--- src/hdl/sha1_pkg.sv ---
// Shared types and constants of the SHA-1 hash engine.
package sha1_pkg;

  // Sequencer states of the engine.
  typedef enum logic [2:0] {
    ST_IDLE,
    ST_ABSORB,
    ST_ZERO,
    ST_LEN,
    ST_ROUND,
    ST_FINISH,
    ST_OUT
  } sha1_state_t;

  // Round constants, one for each group of twenty rounds.
  localparam logic [31:0] K_R0 = 32'h5a82_7999;
  localparam logic [31:0] K_R1 = 32'h6ed9_eba1;
  localparam logic [31:0] K_R2 = 32'h8f1b_bcdc;
  localparam logic [31:0] K_R3 = 32'hca62_c1d6;

  // Initial chaining values.
  localparam int unsigned CHAIN_WORDS = 5;
  localparam logic [31:0] H_INIT [CHAIN_WORDS] = '{
    32'h6745_2301, 32'hefcd_ab89, 32'h98ba_dcfe, 32'h1032_5476, 32'hc3d2_e1f0
  };

  // Padding marker byte and the block layout.
  localparam logic [7:0]  PAD_BYTE     = 8'h80;
  localparam int unsigned BLOCK_WORDS  = 16;
  localparam logic [3:0]  LEN_HI_IDX   = 4'd14;
  localparam logic [3:0]  LEN_LO_IDX   = 4'd15;
  localparam logic [5:0]  LAST_FILL    = 6'd63;
  localparam logic [5:0]  LEN_FILL     = 6'd56;

  // Round numbering.
  localparam logic [6:0]  LAST_ROUND   = 7'd79;
  localparam logic [6:0]  ROUND_G1     = 7'd20;
  localparam logic [6:0]  ROUND_G2     = 7'd40;
  localparam logic [6:0]  ROUND_G3     = 7'd60;

  // Digest word numbering and the largest byte count of a word.
  localparam logic [2:0]  LAST_DIGEST_IDX = 3'd4;
  localparam logic [2:0]  MAX_BYTES       = 3'd4;

endpackage

--- src/hdl/sha1_if.sv ---
// Handshake channel interfaces for message words and digest words.
interface sha1_in_if;
  logic        valid;
  logic        ready;
  logic [31:0] data_word;
  logic [2:0]  byte_count;
  logic        last;

  modport source (output valid, output data_word, output byte_count, output last,
                  input ready);
  modport sink   (input valid, input data_word, input byte_count, input last,
                  output ready);
endinterface

interface sha1_out_if;
  logic        valid;
  logic        ready;
  logic [31:0] digest_word;
  logic [2:0]  word_index;
  logic        last_word;

  modport source (output valid, output digest_word, output word_index,
                  output last_word, input ready);
  modport sink   (input valid, input digest_word, input word_index,
                  input last_word, output ready);
endinterface

--- src/hdl/sha1_hash_engine.sv ---
// Streaming SHA-1 engine: byte gathering, padding, round sequencer and digest output.
//
// Usage: message words arrive on in_chan as big-endian 32-bit words with a count
// of valid left-aligned bytes (counts above four act as four) and a last flag.
// A zero count is meant for a last word only; on a non-last word it adds nothing.
// When the last word has been taken, the five digest words leave on out_chan in
// order, word_index 0 to 4, with last_word set on the fifth, and the engine
// starts a fresh message.
// Flow: in_chan is ready only when the engine is idle, so a new word is taken
// only after the previous one is fully absorbed. Bytes are placed one at a time;
// each full 64-byte block is compressed by the single round unit, followed by
// the chaining add. The last word then pads the block with zero words (and an
// extra block when the length needs one) and runs one or two further
// compressions before the first digest word shows.
// Reset loads the initial chaining values and clears the fill level and the byte count.
// A stalled receiver holds the current digest word on out_chan; nothing else
// moves until that transfer completes.
module sha1_hash_engine
  import sha1_pkg::*;
(
  input  logic            clk,
  input  logic            rst_n,
  sha1_in_if.sink         in_chan,
  sha1_out_if.source      out_chan
);

  sha1_state_t state_r, state_nxt;

  logic [31:0] data_r, data_nxt;
  logic [2:0]  cnt_r, cnt_nxt;
  logic        last_r, last_nxt;
  logic [2:0]  bi_r, bi_nxt;
  logic [5:0]  fill_r, fill_nxt;
  logic [60:0] nbytes_r, nbytes_nxt;
  logic [3:0]  wp_r, wp_nxt;
  logic        extra_r, extra_nxt;
  logic        final_r, final_nxt;
  logic        pad_r, pad_nxt;
  logic [6:0]  rnd_r, rnd_nxt;
  logic [2:0]  oidx_r, oidx_nxt;
  logic [31:0] w_r [BLOCK_WORDS];
  logic [31:0] w_nxt [BLOCK_WORDS];
  logic [31:0] h_r [CHAIN_WORDS];
  logic [31:0] h_nxt [CHAIN_WORDS];
  logic [31:0] a_r, b_r, c_r, d_r, e_r;
  logic [31:0] a_nxt, b_nxt, c_nxt, d_nxt, e_nxt;

  // Round datapath: one SHA-1 round and one schedule word per cycle.
  logic [31:0] f_rnd, k_rnd, t_rnd, sched_x, sched_new;

  always_comb begin
    if (rnd_r < ROUND_G1) begin
      f_rnd = (b_r & c_r) | (~b_r & d_r);
      k_rnd = K_R0;
    end else if (rnd_r < ROUND_G2) begin
      f_rnd = b_r ^ c_r ^ d_r;
      k_rnd = K_R1;
    end else if (rnd_r < ROUND_G3) begin
      f_rnd = (b_r & c_r) | (b_r & d_r) | (c_r & d_r);
      k_rnd = K_R2;
    end else begin
      f_rnd = b_r ^ c_r ^ d_r;
      k_rnd = K_R3;
    end
    t_rnd     = {a_r[26:0], a_r[31:27]} + f_rnd + e_r + k_rnd + w_r[0];
    sched_x   = w_r[13] ^ w_r[8] ^ w_r[2] ^ w_r[0];
    sched_new = {sched_x[30:0], sched_x[31]};
  end

  // Byte placement: the new byte goes to its lane, lower lanes are cleared.
  logic [7:0]  cur_byte;
  logic [31:0] cur_shifted;
  logic        put_en;
  logic [7:0]  put_val;
  logic [4:0]  lane_sh;
  logic [31:0] keep_mask;

  assign cur_shifted = data_r << {bi_r[1:0], 3'b000};
  assign cur_byte    = cur_shifted[31:24];
  assign lane_sh     = {fill_r[1:0], 3'b000};
  assign keep_mask   = ~(32'hffff_ffff >> lane_sh);

  // Channel outputs.
  assign in_chan.ready        = (state_r == ST_IDLE);
  assign out_chan.valid       = (state_r == ST_OUT);
  assign out_chan.digest_word = h_r[0];
  assign out_chan.word_index  = oidx_r;
  assign out_chan.last_word   = (oidx_r == LAST_DIGEST_IDX);

  // Sequencer: next state and next register values.
  always_comb begin
    state_nxt  = state_r;
    data_nxt   = data_r;
    cnt_nxt    = cnt_r;
    last_nxt   = last_r;
    bi_nxt     = bi_r;
    fill_nxt   = fill_r;
    nbytes_nxt = nbytes_r;
    wp_nxt     = wp_r;
    extra_nxt  = extra_r;
    final_nxt  = final_r;
    pad_nxt    = pad_r;
    rnd_nxt    = rnd_r;
    oidx_nxt   = oidx_r;
    w_nxt      = w_r;
    h_nxt      = h_r;
    a_nxt      = a_r;
    b_nxt      = b_r;
    c_nxt      = c_r;
    d_nxt      = d_r;
    e_nxt      = e_r;
    put_en     = 1'b0;
    put_val    = cur_byte;

    unique case (state_r)
      ST_IDLE: begin
        if (in_chan.valid) begin
          data_nxt  = in_chan.data_word;
          cnt_nxt   = (in_chan.byte_count > MAX_BYTES) ? MAX_BYTES : in_chan.byte_count;
          last_nxt  = in_chan.last;
          bi_nxt    = 3'd0;
          state_nxt = ST_ABSORB;
        end
      end

      ST_ABSORB: begin
        if (bi_r < cnt_r) begin
          put_en     = 1'b1;
          fill_nxt   = fill_r + 6'd1;
          nbytes_nxt = nbytes_r + 61'd1;
          bi_nxt     = bi_r + 3'd1;
          if (fill_r == LAST_FILL) begin
            // Block complete: compress before the next byte.
            pad_nxt   = 1'b0;
            final_nxt = 1'b0;
            rnd_nxt   = 7'd0;
            a_nxt     = h_r[0];
            b_nxt     = h_r[1];
            c_nxt     = h_r[2];
            d_nxt     = h_r[3];
            e_nxt     = h_r[4];
            state_nxt = ST_ROUND;
          end
        end else if (last_r) begin
          // End of message: marker byte, then zero words up to the length.
          put_en    = 1'b1;
          put_val   = PAD_BYTE;
          wp_nxt    = fill_r[5:2] + 4'd1;
          extra_nxt = (fill_r >= LEN_FILL);
          pad_nxt   = 1'b1;
          state_nxt = ST_ZERO;
        end else begin
          state_nxt = ST_IDLE;
        end
      end

      ST_ZERO: begin
        if (extra_r && wp_r == 4'd0) begin
          // No room for the length: compress this block first.
          extra_nxt = 1'b0;
          final_nxt = 1'b0;
          rnd_nxt   = 7'd0;
          a_nxt     = h_r[0];
          b_nxt     = h_r[1];
          c_nxt     = h_r[2];
          d_nxt     = h_r[3];
          e_nxt     = h_r[4];
          state_nxt = ST_ROUND;
        end else if (!extra_r && wp_r == LEN_HI_IDX) begin
          state_nxt = ST_LEN;
        end else begin
          w_nxt[wp_r] = 32'd0;
          wp_nxt      = wp_r + 4'd1;
        end
      end

      ST_LEN: begin
        w_nxt[LEN_HI_IDX] = {nbytes_r[60:29]};
        w_nxt[LEN_LO_IDX] = {nbytes_r[28:0], 3'b000};
        final_nxt = 1'b1;
        rnd_nxt   = 7'd0;
        a_nxt     = h_r[0];
        b_nxt     = h_r[1];
        c_nxt     = h_r[2];
        d_nxt     = h_r[3];
        e_nxt     = h_r[4];
        state_nxt = ST_ROUND;
      end

      ST_ROUND: begin
        for (int i = 0; i < BLOCK_WORDS - 1; i++) begin
          w_nxt[i] = w_r[i + 1];
        end
        w_nxt[BLOCK_WORDS - 1] = sched_new;
        a_nxt   = t_rnd;
        b_nxt   = a_r;
        c_nxt   = {b_r[1:0], b_r[31:2]};
        d_nxt   = c_r;
        e_nxt   = d_r;
        rnd_nxt = rnd_r + 7'd1;
        if (rnd_r == LAST_ROUND) begin
          state_nxt = ST_FINISH;
        end
      end

      ST_FINISH: begin
        h_nxt[0] = h_r[0] + a_r;
        h_nxt[1] = h_r[1] + b_r;
        h_nxt[2] = h_r[2] + c_r;
        h_nxt[3] = h_r[3] + d_r;
        h_nxt[4] = h_r[4] + e_r;
        if (final_r) begin
          oidx_nxt  = 3'd0;
          state_nxt = ST_OUT;
        end else if (pad_r) begin
          state_nxt = ST_ZERO;
        end else begin
          state_nxt = ST_ABSORB;
        end
      end

      ST_OUT: begin
        if (out_chan.ready) begin
          if (oidx_r == LAST_DIGEST_IDX) begin
            // Digest delivered: fresh message state.
            h_nxt      = H_INIT;
            fill_nxt   = 6'd0;
            nbytes_nxt = 61'd0;
            pad_nxt    = 1'b0;
            final_nxt  = 1'b0;
            oidx_nxt   = 3'd0;
            state_nxt  = ST_IDLE;
          end else begin
            for (int i = 0; i < CHAIN_WORDS - 1; i++) begin
              h_nxt[i] = h_r[i + 1];
            end
            h_nxt[CHAIN_WORDS - 1] = h_r[0];
            oidx_nxt = oidx_r + 3'd1;
          end
        end
      end

      default: state_nxt = ST_IDLE;
    endcase

    // Byte write into the block store at the current fill position.
    if (put_en) begin
      w_nxt[fill_r[5:2]] = (w_r[fill_r[5:2]] & keep_mask) | ({put_val, 24'd0} >> lane_sh);
    end
  end

  // Control and chaining registers.
  always_ff @(posedge clk) begin
    if (!rst_n) begin
      state_r  <= ST_IDLE;
      bi_r     <= 3'd0;
      fill_r   <= 6'd0;
      nbytes_r <= 61'd0;
      wp_r     <= 4'd0;
      extra_r  <= 1'b0;
      final_r  <= 1'b0;
      pad_r    <= 1'b0;
      rnd_r    <= 7'd0;
      oidx_r   <= 3'd0;
      h_r      <= H_INIT;
    end else begin
      state_r  <= state_nxt;
      bi_r     <= bi_nxt;
      fill_r   <= fill_nxt;
      nbytes_r <= nbytes_nxt;
      wp_r     <= wp_nxt;
      extra_r  <= extra_nxt;
      final_r  <= final_nxt;
      pad_r    <= pad_nxt;
      rnd_r    <= rnd_nxt;
      oidx_r   <= oidx_nxt;
      h_r      <= h_nxt;
    end
  end

  // Payload registers: captured word, block store and working variables.
  always_ff @(posedge clk) begin
    data_r <= data_nxt;
    cnt_r  <= cnt_nxt;
    last_r <= last_nxt;
    w_r    <= w_nxt;
    a_r    <= a_nxt;
    b_r    <= b_nxt;
    c_r    <= c_nxt;
    d_r    <= d_nxt;
    e_r    <= e_nxt;
  end

endmodule

--- src/flat_wrapper.sv ---
// flat-port wrapper written by rule: the top's interface ports become plain ports
module sha1_hash_engine_flat import sha1_pkg::*;
  (clk, rst_n, in_chan_valid, in_chan_data_word, in_chan_byte_count, in_chan_last, in_chan_ready, out_chan_valid, out_chan_digest_word, out_chan_word_index, out_chan_last_word, out_chan_ready);
  sha1_in_if in_chan_i ();
  sha1_out_if out_chan_i ();
  input  logic clk;
  input  logic rst_n;
  input wire logic [$bits(in_chan_i.valid)-1:0] in_chan_valid;
  input wire logic [$bits(in_chan_i.data_word)-1:0] in_chan_data_word;
  input wire logic [$bits(in_chan_i.byte_count)-1:0] in_chan_byte_count;
  input wire logic [$bits(in_chan_i.last)-1:0] in_chan_last;
  output wire logic [$bits(in_chan_i.ready)-1:0] in_chan_ready;
  output wire logic [$bits(out_chan_i.valid)-1:0] out_chan_valid;
  output wire logic [$bits(out_chan_i.digest_word)-1:0] out_chan_digest_word;
  output wire logic [$bits(out_chan_i.word_index)-1:0] out_chan_word_index;
  output wire logic [$bits(out_chan_i.last_word)-1:0] out_chan_last_word;
  input wire logic [$bits(out_chan_i.ready)-1:0] out_chan_ready;
  assign in_chan_i.valid = in_chan_valid;
  assign in_chan_i.data_word = in_chan_data_word;
  assign in_chan_i.byte_count = in_chan_byte_count;
  assign in_chan_i.last = in_chan_last;
  assign in_chan_ready = in_chan_i.ready;
  assign out_chan_valid = out_chan_i.valid;
  assign out_chan_digest_word = out_chan_i.digest_word;
  assign out_chan_word_index = out_chan_i.word_index;
  assign out_chan_last_word = out_chan_i.last_word;
  assign out_chan_i.ready = out_chan_ready;
  sha1_hash_engine u_core (.clk(clk), .rst_n(rst_n), .in_chan(in_chan_i), .out_chan(out_chan_i));
endmodule
--- config.mk ---
export PLATFORM = sky130hd
export DESIGN_NAME = sha1_hash_engine_flat
export DESIGN_NICKNAME = d
export VERILOG_FILES = /design/src/hdl/sha1_pkg.sv /design/src/hdl/sha1_if.sv /design/src/hdl/sha1_hash_engine.sv /design/src/flat_wrapper.sv
export SDC_FILE = /design/constraint.sdc
export NUM_CORES = 2
export LEC_CHECK = 0
export BUFFER_PORTS_ARGS = -buffer_cell sky130_fd_sc_hd__buf_4
export CAP_MARGIN = 30
export CORE_MARGIN = 5
export CORE_UTILIZATION = 55
export CTS_CLUSTER_DIAMETER = 40
export DETAILED_ROUTE_END_ITERATION = 10
export PLACE_DENSITY = 0.68
export RECOVER_POWER = 100
export SYNTH_ARGS = -nofsm -noshare
export SYNTH_HDL_FRONTEND = slang
export SYNTH_SLANG_ARGS = --single-unit
export TNS_END_PERCENT = 5
--- constraint.sdc ---
create_clock -name clk -period 10.6 [get_ports clk]
set_input_delay 2.12 -clock clk [delete_from_list [all_inputs] [get_ports clk]]
set_output_delay 2.12 -clock clk [all_outputs]
set_load 0.005 [all_outputs]
==> impl_summary.txt <==
----------------------------------------------------
[GRT]
  Via count of the first global-routing pass ... 47.3k
  Global-route usage over all layers ... 0.339
  Number of antenna violations at the first check in global routing ... 2
  Total grt overflow ... 0
  Largest net degree at the start of global routing ... around 240
  First-pass GRT wire length ... 285000 um

[Die]
  Initial Utilization ... 0.555
  Floorplan die area ... 107000 um2
  Horizontal die dimension ... 328 um
  Die boundary height ... approximately 330 um
  Number of standard-cell rows in the floorplan ... 116
  Area inside the core boundary ... ~100000 um2
  I/O Pins ... 78

[Detailed routing]
  Routed via count divided by cell count ... 6.77
  Number of nets still failing antenna checks after routing ... 0
  Number of iterations in the first detailed-routing pass ... 7
  Per-cell routed wire length ... 25.7 um
  Overall via count from detail_route ... roughly 50k
  Final WL ... 188000 um
  Detailed router's first-iteration violation count ... 5898
  Remaining design rule violation count ... 0

[Cells and area]
  Commonest non-fill, non-tap cell in the layout ... nand2_1
  Core Util, Final ... 0.620
  Number of cells in the finished layout apart from fillers ... 7315
  Final #Nets ... 6290
  Most used cells in the layout excluding fill and tap cells ... nand2_1, dfxtp_1, a21oi_1
  Share of post-route cells with drive strength above 1 ... 0.0962
  Area growth from synthesis to layout ... 11.7%

[Timing]
  Slew HR ... -1.58
  Setup repair after global routing missed its margin ... false
  Final-report hold violation count ... 0
  Transition at the pin with the smallest max-transition slack ... 3.87 ns
  Post-layout minimum cycle time ... between 8 and 9 ns
  Max Transition Viols Final ... roughly 1.3k
  Aggregate negative setup slack ... 0 ns
  Number of failing setup endpoints in the final timing report ... 0
  Final critical-path share of the clock period ... 0.814
  Fmax ... approximately 0.12 GHz
  Final Worst Setup Slack ... 1.97 ns
  Setup Skew ... between 0.03 and 0.04 ns

[Yosys]
  Post-Synthesis Net Count ... 6443
  Number of flops mapped to enable cells by yosys ... 196
  Sequential fraction of the synthesis area ... 0.381
  Number of warning messages in the yosys log ... 0
  Most frequently used flop master after synthesis ... dfxtp_1
  Average instance area after synthesis ... 9.19 um2
  Yosys cell types ... a little under 90
  Flip-flop and latch count after synthesis ... 958
  Gate Count Post-Synth ... 6048
  Post-synth ARST share ... 0
  Summed instance area of the synthesized netlist ... 55600 um2

[Placement]
  Cell Count Post-Placement ... 7035
  Post-DP HPWL ... 123000 um
  Number of buffer cells added on primary ports ... 77
  Post-place setup slack ... 3.42 ns
  Gp weighted congestion ... 0.945

[Critical path]
  Flop-to-flop setup slack ... 1.97 ns
  Critical Path Start Type ... register
  Sort of element at the end of the critical path ... register
  Reg-to-Reg End ... u_core.w_r[413]
  Last element of the critical path ... u_core.w_r[413]
  CP Launch Point ... u_core.fill_r[3]
  Worst r2r src ... u_core.fill_r[3]
  CP max FO ... 41
  Data arrival, critical path ... between 9 and 10 ns
  Critical Setup Path Class ... register to register
  Number of cells on the worst reg-to-reg path ... 8
  Worst path required time ... 11.11 ns

[Clock tree]
  Num Clock Sinks ... about 960
  CTS Hold Bufs ... 0
  Clock-pin slew on the worst setup and hold paths ... 0.05 ns
  Clock insertion delay at the later pin of the skew report ... 0.77 ns
  TritonCTS clock tree ... built
  Max H-tree Level ... 4
  Resized cells post-CTS ... 0
  Post-CTS setup buffers ... 0
  Bufs on Longest Clock Path ... 3
  Clk Tree Root Cell ... clkbuf_16
  Number of CTS-inserted buffers ... 150

[Hold path]
  Type of the most critical hold path ... register to register

[Job]
  Max Cap Violations ... 27

[Pwr]
  Leakage power ... 24.1 nW
  PD cells ... 396 nW/um2
  VDD IR-drop max ... 0.308 mV
  Overall power ... 24.6 mW

[Outcome]
  Outcome ... finished, violations left
  Failing checks ... capacitance limit, slew limit

----------------------------------------------------
## cell families (layout without fill, tap and decap cells)
family	count (synthesis)	after routing	share of synthesized area
compound gates	1932	1932	0.235
fa+ha+maj	355	355	0.0967
xor+xnor	305	305	0.0481
buf+inv	709	677	0.0503
simple gates	1598	1598	0.126
other cells	0	1	0
mux	191	191	0.0633
flops	958	958	0.381
## report_power, final
group	total (mW)	internal [mW]	leakage, nW	switching [mW]
sequential	6.41	5.06	7.98	1.35
combinational	13.1	5.31	13.5	7.77
clock	5.11	3.15	2.60	1.96
## worst min-delay path by stage
stage | start | endpoint | slack (ns) | cells past startpoint
finish | u_core.nbytes_r[14] | u_core.nbytes_r[14] | 0.50 | 2
floorplan | u_core.nbytes_r[59] | u_core.nbytes_r[59] | 0.46 | 2
global route | u_core.h_r[20] | u_core.h_r[20] | 0.54 | 2
CTS | u_core.nbytes_r[14] | u_core.nbytes_r[14] | 0.50 | 2
global placement | u_core.nbytes_r[14] | u_core.nbytes_r[14] | 0.48 | 2
detailed placement | u_core.nbytes_r[14] | u_core.nbytes_r[14] | 0.50 | 2
## metal layers
layer	GRT usage	vias up	routed length (um)
met1	0.451	23900	74100
met4	0.167	4	10000
met2	0.539	2804	85600
li1	-	22200	-
met3	0.0593	532	18400
met5	0	-	21
## synth_stat cells (27+ instances only)
master    count  area share
o311ai_0     29      0.0046
nor2_1      369       0.025
nand3_1     110      0.0099
inv_1       214       0.014
mux2i_1      61       0.011
dfxtp_1     762        0.27
clkbuf_1    421       0.028
nor2b_1      65      0.0073
nand4_1      37      0.0042
o21a_1       28      0.0038
or3_1        31      0.0035
a21oi_1     571       0.051
o21ai_0     255       0.023
a22oi_1     129       0.017
nor3_1       83      0.0075
a211oi_1     44      0.0059
o221ai_1     32      0.0050
and3_1       36      0.0041
a31oi_1      31      0.0035
fa_1        124       0.045
nand2_1     765       0.052
a21o_1       68      0.0092
nand2b_1     32      0.0036
buf_4        32      0.0043
a221oi_1    376       0.059
xnor2_1     166       0.026
edfxtp_1    196        0.11
o211ai_1     41      0.0055
o21ai_1     106      0.0095
mux4_2      128       0.052
ha_1        231       0.052
xor2_1      139       0.022
a222oi_1     61       0.011
buf_1        27      0.0018
## worst max-delay path, cell delays in order (launching register included)
cell,delay [ns]
dfxtp_1,1.72
clkbuf_1,2.40
clkbuf_1,1.84
mux4_2,0.68
mux4_2,0.48
nor2b_1,0.15
a21oi_1,0.47
clkbuf_1,0.46
a21oi_1,0.13
## cell type report
class	instances	area, um2
flip-flops and latches	958	21100
fillers	8412	38100
inverters	217	817
clock buffers	186	4170
well taps	1298	1620
multi-input cells	4381	31900
repair buffers	187	1280
clock inverters	87	1120
diodes	1	2.50
## sequential cells by signal (all words and copies together) (netlist names), 3 cells and up
signal                       cells
u_core.a_r                      32
u_core.b_r                      32
u_core.bi_r                      3
u_core.c_r                      32
u_core.cnt_r                     3
u_core.d_r                      32
u_core.data_r                   32
u_core.e_r                      32
u_core.fill_r                    6
u_core.h_r                     128
u_core.nbytes_r                 61
u_core.out_chan.digest_word     32
u_core.out_chan.word_index       3
u_core.rnd_r                     7
u_core.state_r                   3
u_core.w_r                     512
u_core.wp_r                      4
## through the flow
| stage | area [um2] | hold WS (ns) |
|---|---|---|
| 2_1_floorplan | 55600 | 0.461 |
| 6_report | 62100 | 0.503 |
| 5_1_grt | 62100 | 0.544 |
| 3_3_place_gp | 56900 | 0.484 |
| 4_1_cts | 62300 | 0.504 |
| 3_5_place_dp | 57000 | 0.498 |
Power figures use the tool's default switching activity.
